`config.mk`:
```
export PLATFORM = sky130hd
export DESIGN_NAME = escu_front
export DESIGN_NICKNAME = d
export VERILOG_FILES = /design/src/escu_pkg.sv /design/src/escu_front.sv
export SDC_FILE = /design/constraint.sdc
export NUM_CORES = 1
export LEC_CHECK = 0
export BUFFER_PORTS_ARGS = -buffer_cell sky130_fd_sc_hd__buf_2
export CAP_MARGIN = 20
export CORE_MARGIN = 1.5
export CORE_UTILIZATION = 56
export CTS_CLUSTER_SIZE = 24
export DETAILED_ROUTE_END_ITERATION = 7
export GPL_TIMING_DRIVEN = 1
export MAX_ROUTING_LAYER = met4
export PLACE_DENSITY = 0.81
export SYNTH_ARGS = -nofsm -noshare
export SYNTH_HDL_FRONTEND = slang
export SYNTH_SLANG_ARGS = --single-unit
```
`constraint.sdc`:
```
create_clock -name clk -period 10.6 [get_ports clk]
set_input_delay 0 -clock clk [delete_from_list [all_inputs] [get_ports clk]]
set_output_delay 0 -clock clk [all_outputs]
set_load 0.03 [all_outputs]
```
`src/escu_pkg.sv`:
```
// escu_pkg: types, constants and pipeline depths shared by the sensor compensation blocks
// used by every module under src
package escu_pkg;

	localparam int unsigned QueueDepth = 2;
	localparam int unsigned QueuePtrW  = $clog2(QueueDepth);
	localparam int unsigned QueueCntW  = $clog2(QueueDepth + 1);

	localparam int unsigned PreStages  = 14;
	localparam int unsigned DivSteps   = 64;
	localparam int unsigned PostStages = 7;

	localparam logic [63:0] PressOffset  = 64'd128000;
	localparam logic [20:0] PressRawBase = 21'd1048576;
	localparam logic [15:0] PressScale   = 16'd3125;
	localparam logic [63:0] PressBias    = 64'h0000_8000_0000_0000;
	localparam logic [31:0] HumOffset    = 32'd76800;
	localparam logic [31:0] HumClampMax  = 32'd419430400;
	localparam logic [16:0] HumOutMax    = 17'd102400;
	localparam logic [31:0] HumRound     = 32'd16384;
	localparam logic [31:0] HumHalf      = 32'd32768;
	localparam logic [31:0] HumBase      = 32'd2097152;
	localparam logic [31:0] HumRoundY    = 32'd8192;
	localparam logic [31:0] TempRound    = 32'd128;

	typedef enum logic [2:0] {
		REG_TEMP      = 3'd0,
		REG_PRESS_LO  = 3'd1,
		REG_PRESS_HI  = 3'd2,
		REG_PRESS_HUM = 3'd3,
		REG_HUM       = 3'd4
	} reg_idx_t;

	typedef struct packed {
		logic        [15:0] t1;
		logic signed [15:0] t2;
		logic signed [15:0] t3;
		logic        [15:0] p1;
		logic signed [15:0] p2;
		logic signed [15:0] p3;
		logic signed [15:0] p4;
		logic signed [15:0] p5;
		logic signed [15:0] p6;
		logic signed [15:0] p7;
		logic signed [15:0] p8;
		logic signed [15:0] p9;
		logic        [7:0]  h1;
		logic signed [15:0] h2;
		logic        [7:0]  h3;
		logic        [11:0] h4;
		logic signed [11:0] h5;
		logic signed [7:0]  h6;
	} coef_t;

	typedef struct packed {
		logic [19:0] at;
		logic [19:0] ap;
		logic [15:0] ah;
	} raw_t;

	typedef struct packed {
		logic [31:0] temp;
		logic [16:0] hum;
		logic        inval;
	} side_t;

	typedef struct packed {
		logic [63:0] num;
		logic [63:0] den;
		side_t       side;
	} div_in_t;

	typedef struct packed {
		logic [63:0] quo;
		logic        neg;
		side_t       side;
	} div_out_t;

endpackage

```
`src/escu_front.sv`:
```
// escu_front: input side, takes raw readings into a short queue ahead of the compute pipeline
// depends on escu_pkg
module escu_front import escu_pkg::*; (
	input  logic clk,
	input  logic arst_n,
	input  logic push_valid,
	input  raw_t push_item,
	output logic full,
	input  logic pop,
	output logic head_valid,
	output raw_t head_item
);

	raw_t                 entry_q [QueueDepth];
	logic [QueuePtrW-1:0] wr_ptr_q;
	logic [QueuePtrW-1:0] rd_ptr_q;
	logic [QueueCntW-1:0] cnt_q;
	logic                 do_push;
	logic                 do_pop;

	assign full       = (cnt_q == QueueCntW'(QueueDepth));
	assign head_valid = (cnt_q != '0);
	assign head_item  = entry_q[rd_ptr_q];
	assign do_push    = push_valid && !full;
	assign do_pop     = pop && head_valid;

	always_ff @(posedge clk) begin
		if (do_push) begin
			entry_q[wr_ptr_q] <= push_item;
		end
	end

	always_ff @(posedge clk or negedge arst_n) begin
		if (!arst_n) begin
			wr_ptr_q <= '0;
			rd_ptr_q <= '0;
			cnt_q    <= '0;
		end else begin
			if (do_push) begin
				wr_ptr_q <= (wr_ptr_q == QueuePtrW'(QueueDepth - 1)) ? '0 : wr_ptr_q + 1'b1;
			end
			if (do_pop) begin
				rd_ptr_q <= (rd_ptr_q == QueuePtrW'(QueueDepth - 1)) ? '0 : rd_ptr_q + 1'b1;
			end
			if (do_push && !do_pop) begin
				cnt_q <= cnt_q + 1'b1;
			end else if (do_pop && !do_push) begin
				cnt_q <= cnt_q - 1'b1;
			end
		end
	end

endmodule

```
Word level (Yosys, flattened, before mapping)
Memories as Yosys holds them, arrays and structs flattened. Index checks and enable logic that the tools add are counted.

Bitwise logic cells: 0. Eq/ne operators: 1. Divide/modulo/power cells: 0. Magnitude comparators: 0. Muxes and demuxes: 6. Multiply operators: 0. Add/sub/neg operators: 4. Reductions and logical operators: 9. Shift-type cells: 0.

Operators with widths (number): logical AND 1 bit (4); two-way mux 1 bit (4); two-way mux 2 bit (2); nonzero test 2 bit (2); logical NOT 1 bit (3); adder 1 bit, second input constant (2); adder 2 x 1 -> 2 bit, second input constant (1); == test 2 bit, second input constant (1); subtractor 2 x 1 -> 2 bit, second input constant (1).

Register bits after elaboration: 4. Memory bits (writable): 112. Bits of input ports: 60. Bits in latches: 0. Memories kept: 1. Memory bits (read-only): 0. Logic and storage cells: 24. Output and inout port bits: 58.

Memories: entry_q (depth 2, bits a word 56, rd ports 1, clocked after memory_dff 0, wr ports 1, line escu_front.sv:14) `raw_t entry_q [QueueDepth];`.

Longest topological paths before layout
Depth in word-level cells: 7. Depth in mapped cells: 7. Gate-level depth less buffers: 7.

Least setup slack after synthesis
No wires, ideal clock.

Path type: register -> register. Start: reg cnt_q[0]. End: mem entry_q[0][0] (netlist bit), enable pin. Path slack: 7.161 ns. Path buffers: 0. Data arrival time: 2.969 ns. Clock period less this slack: 3.439 ns. Required time: 10.130 ns. Setup time: 0.470 ns. Cell stages (with the launch flop): 4. Path through: dfrtp_1 nand2b_1 nand2_1 nor2_1.

Word-level cells in the longest chain between the ends: 5.

RTL lines: start: declaration (line escu_front.sv:17) `logic [QueueCntW-1:0] cnt_q;`; start signal: assignment (line escu_front.sv:46) `cnt_q <= cnt_q + 1'b1;`; start signal: assignment (line escu_front.sv:48) `cnt_q <= cnt_q - 1'b1;`; == test 2 bit (line escu_front.sv:21) `assign full = (cnt_q == QueueCntW'(QueueDepth));`; logical NOT 1 bit (line escu_front.sv:24) `assign do_push = push_valid && !full;`; logical AND 1 bit (line escu_front.sv:24); two-way mux 1 bit (line escu_front.sv:28) `if (do_push) begin`; two-way mux 1 bit (implied by the code) (line escu_front.sv:29) `entry_q[wr_ptr_q] <= push_item;`; end: declaration (line escu_front.sv:14).

Every way passes these cells.

Worst setup path in the final report
Start: reg cnt_q[0]. End: mem entry_q[0][52] (netlist bit), enable pin.

Same word-level chain as after synthesis.

==> impl_metrics.tcl <==
set metrics [dict create \
    flow.area_growth_from_synthesis_pct 43.2 \
    ctsRootBufferMaster "sky130_fd_sc_hd__clkbuf_8" \
    clock_tree_from_tritoncts "done" \
    die_area_sq_um 8320 \
    routed_wire_length_per_instance_um 17.0 \
    instance_area_at_placement_sq_um 5040 \
    tritonroute_pass_1_iters 4 \
    detailedPlacementHpwl_mm 4.46 \
    power_density_nw_per_um2 301 \
    syn_avg_cell_area_sq_um 22.6 \
    fmax_ghz 0.452 \
    critical_path_endpoint_category "register" \
    sequentialPowerShare_pct 37.9 \
    post_synth_num_cell_types 15 \
    post_synth_inst_count 193 \
    netSwitchingPower_mw 0.620 \
    final_layout_size_suffix_gt1_share_pct 52.0 \
    clock_sink_count 116 \
    power.leakage_nw 2.51 \
    grt_antenna_before_repair 0 \
    floorplan.io_pins 118 \
    grt_pass1_vias 2720 \
    global_route_congestion_overflow_total 0 \
    netSwitchingFraction_pct 33.0 \
    timing_hold_violations_final 0 \
    power.internal_mw 1.26 \
    fp.coreArea_sq_um 7410 \
    final_setup_violations 0 \
    final_antenna_net_count 0 \
    design.final.nets 446 \
    drt_first_iter_violations 128 \
    worst-setup-path-type "reg2reg" \
    pre_cts_ws_ns 8.43 \
    drt-vias-per-instance 4.95 \
    synth.cell_area_sq_um 4360 \
    clk_pin_slew_ns 0.06 \
    fin_crit_period_ns 2.21 \
    grt_pass1_wl_mm 13.4 \
    worst_hold_path_type "in2reg" \
    maxCapViolCount 0 \
    post-layout-total-power_mw 1.88 \
    floorplan.initialDensity_pct 58.8 \
    setup_tns_ns 0 \
    worst_ep_arrival_time_ns 2.36 \
    height_of_the_die_um 91.2 \
    status "finished, final reports clean" \
    cts_made_buffers 17 \
    slew_headroom_pct 38.1 \
    rsz0062_at_grt "false" \
    yosysWarningCount 0 \
    die_width_um 91.2 \
    globalplace.congestion 0.674 \
    mappedNetlistNets 254 \
    vdd_drop_max_mv 0.211 \
    post-route-period-util_pct 20.9 \
    fin_area_sq_um 6240 \
    cts.path.max_buffers 2 \
    worst_pin_slew_ns 0.928 \
    grt_start_max_net_pins 58 \
    vias 2460 \
    clkLatencyLatePin_ns 0.51 \
    antenna_cells 0 \
    setup.worst_path.start_class "register" \
    crit_fanout 33 \
    combinationalPowerShare_pct 31.6 \
    post_cts_resize_count 0 \
    rows 31 \
    clock_skew_ns 0.0111 \
    groute.usage.overall_pct 22.9 \
    cts_max_level 4 \
    timing.final.ws_setup_ns 8.39 \
    critical_path_required_ns 10.75 \
    synth-seq-cells 116 \
    port_buffers 117 \
    share_clk_of_total_power_pct 30.6 \
    route.detailed.drc 0 \
    final-max-slew-violation-count 0 \
    drt-total-wl_mm 8.43 \
    fillcell_total 343 \
    synth_seq_area_share_pct 79.4 \
]
==> per-stage QoR <==
step                      utilization, %  hold WS (ns)  std cells
after floorplan                        -        -0.296        193
after global placement              68.0        -0.191        405
after detailed placement            68.0        -0.190        405
after CTS                           84.2         0.191        497
after global routing                84.2         0.216        497
final                               84.2         0.216        497
==> area by class of cell <==
| type | instances | area [sq um] | area share (%) |
|---|---|---|---|
| Clock buffer | 22 | 443 | 7.10 |
| Clock inverter | 10 | 156 | 2.51 |
| Inverter | 2 | 7.51 | 0.120 |
| Multi-Input combinational cell | 69 | 842 | 13.5 |
| Sequential cell | 116 | 3470 | 55.6 |
| Tap cell | 99 | 124 | 1.98 |
| Timing Repair Buffer | 179 | 1200 | 19.2 |
==> cells by family after synthesis <==
family                     Yosys count  synth area share [%]
xor gates and xnor gates             5                  1.00
and+or+nand+nor                      7                 0.775
adders and majority gates            1                 0.287
buffers and inverters                8                  1.44
muxes                               56                  17.0
DFF                                116                  79.4
==> metal layers <==
metal / up-vias / track usage, % / routed length (um)
met5: - / - / 0
met4: 0 / 9.64 / 162
met3: 13 / 5.78 / 489
met2: 110 / 38.4 / 4350
met1: 1191 / 26.2 / 3430
li1: 1146 / - / -
==> cells in the mapped netlist, drive strengths merged <==
cell type	instances	area, sq um
xor2	2	17.5
ha	1	12.5
mux2	56	743
or2	1	6.26
nand2	2	7.51
buf	6	55.1
edfxtp	112	3360
nor2	2	7.51
inv	2	7.51
dfrtp	4	100
and3	1	6.26
xnor2	3	26.3
nand2b	1	6.26
==> flip-flops by register name (all words and copies together), names as in the netlist <==
register / cells
cnt_q: 2
entry_q: 112
rd_ptr_q: 1
wr_ptr_q: 1
==> critical path, cell delays in order, from the launching register on <==
cell and delay (ns):
sky130_fd_sc_hd__dfrtp_1 0.43, sky130_fd_sc_hd__nand2b_1 0.17, sky130_fd_sc_hd__nand2_1 0.14, sky130_fd_sc_hd__nor2_4 0.56, sky130_fd_sc_hd__buf_4 0.51
==> what timing repair did <==
action                                  CTS  global route
endpoints found under the hold margin   119             0
endpoints found under the setup margin    0             0
setup buffers                             0             0
hold buffers                             60             0
==> power by group through the flow <==
stage          Sequential (mW)  Combinational (mW)  Clock [mW]
4_1_cts                  0.709               0.591       0.578
6_report                 0.711               0.593       0.574
3_5_place_dp             0.718               0.571           0
5_1_grt                  0.725               0.624       0.599
3_3_place_gp             0.711               0.566           0
2_1_floorplan            0.663               0.488           0
==> path summary, 6_finish.rpt <==
kind                                     from              to  slack (ns)  cells after the start
worst max-delay path                 cnt_q[0]  entry_q[0][52]        8.39                      4
worst min-delay path            push_item[51]  entry_q[0][51]        0.22                      2
worst max register to register       cnt_q[0]  entry_q[0][52]        8.39                      4
worst min register to register       cnt_q[1]        cnt_q[1]        0.53                      1
max in group asynchronous              arst_n        rd_ptr_q        9.98                      3
min in group asynchronous              arst_n        cnt_q[0]        0.41                      3
==> placed cells by master, fill, tap and decap left out, drive strengths merged <==
| master | n |
|---|---|
| inv | 2 |
| edfxtp | 112 |
| nor2 | 2 |
| xnor2 | 3 |
| mux2 | 56 |
| and3 | 1 |
| nand2 | 2 |
| clkinv | 5 |
| or2 | 1 |
| dlygate4sd3 | 60 |
| clkinvlp | 1 |
| ha | 1 |
| nand2b | 1 |
| buf | 119 |
| xor2 | 2 |
| bufinv | 4 |
| clkbuf | 22 |
| dfrtp | 4 |
No activity file was read; power rests on OpenSTA's default activity.
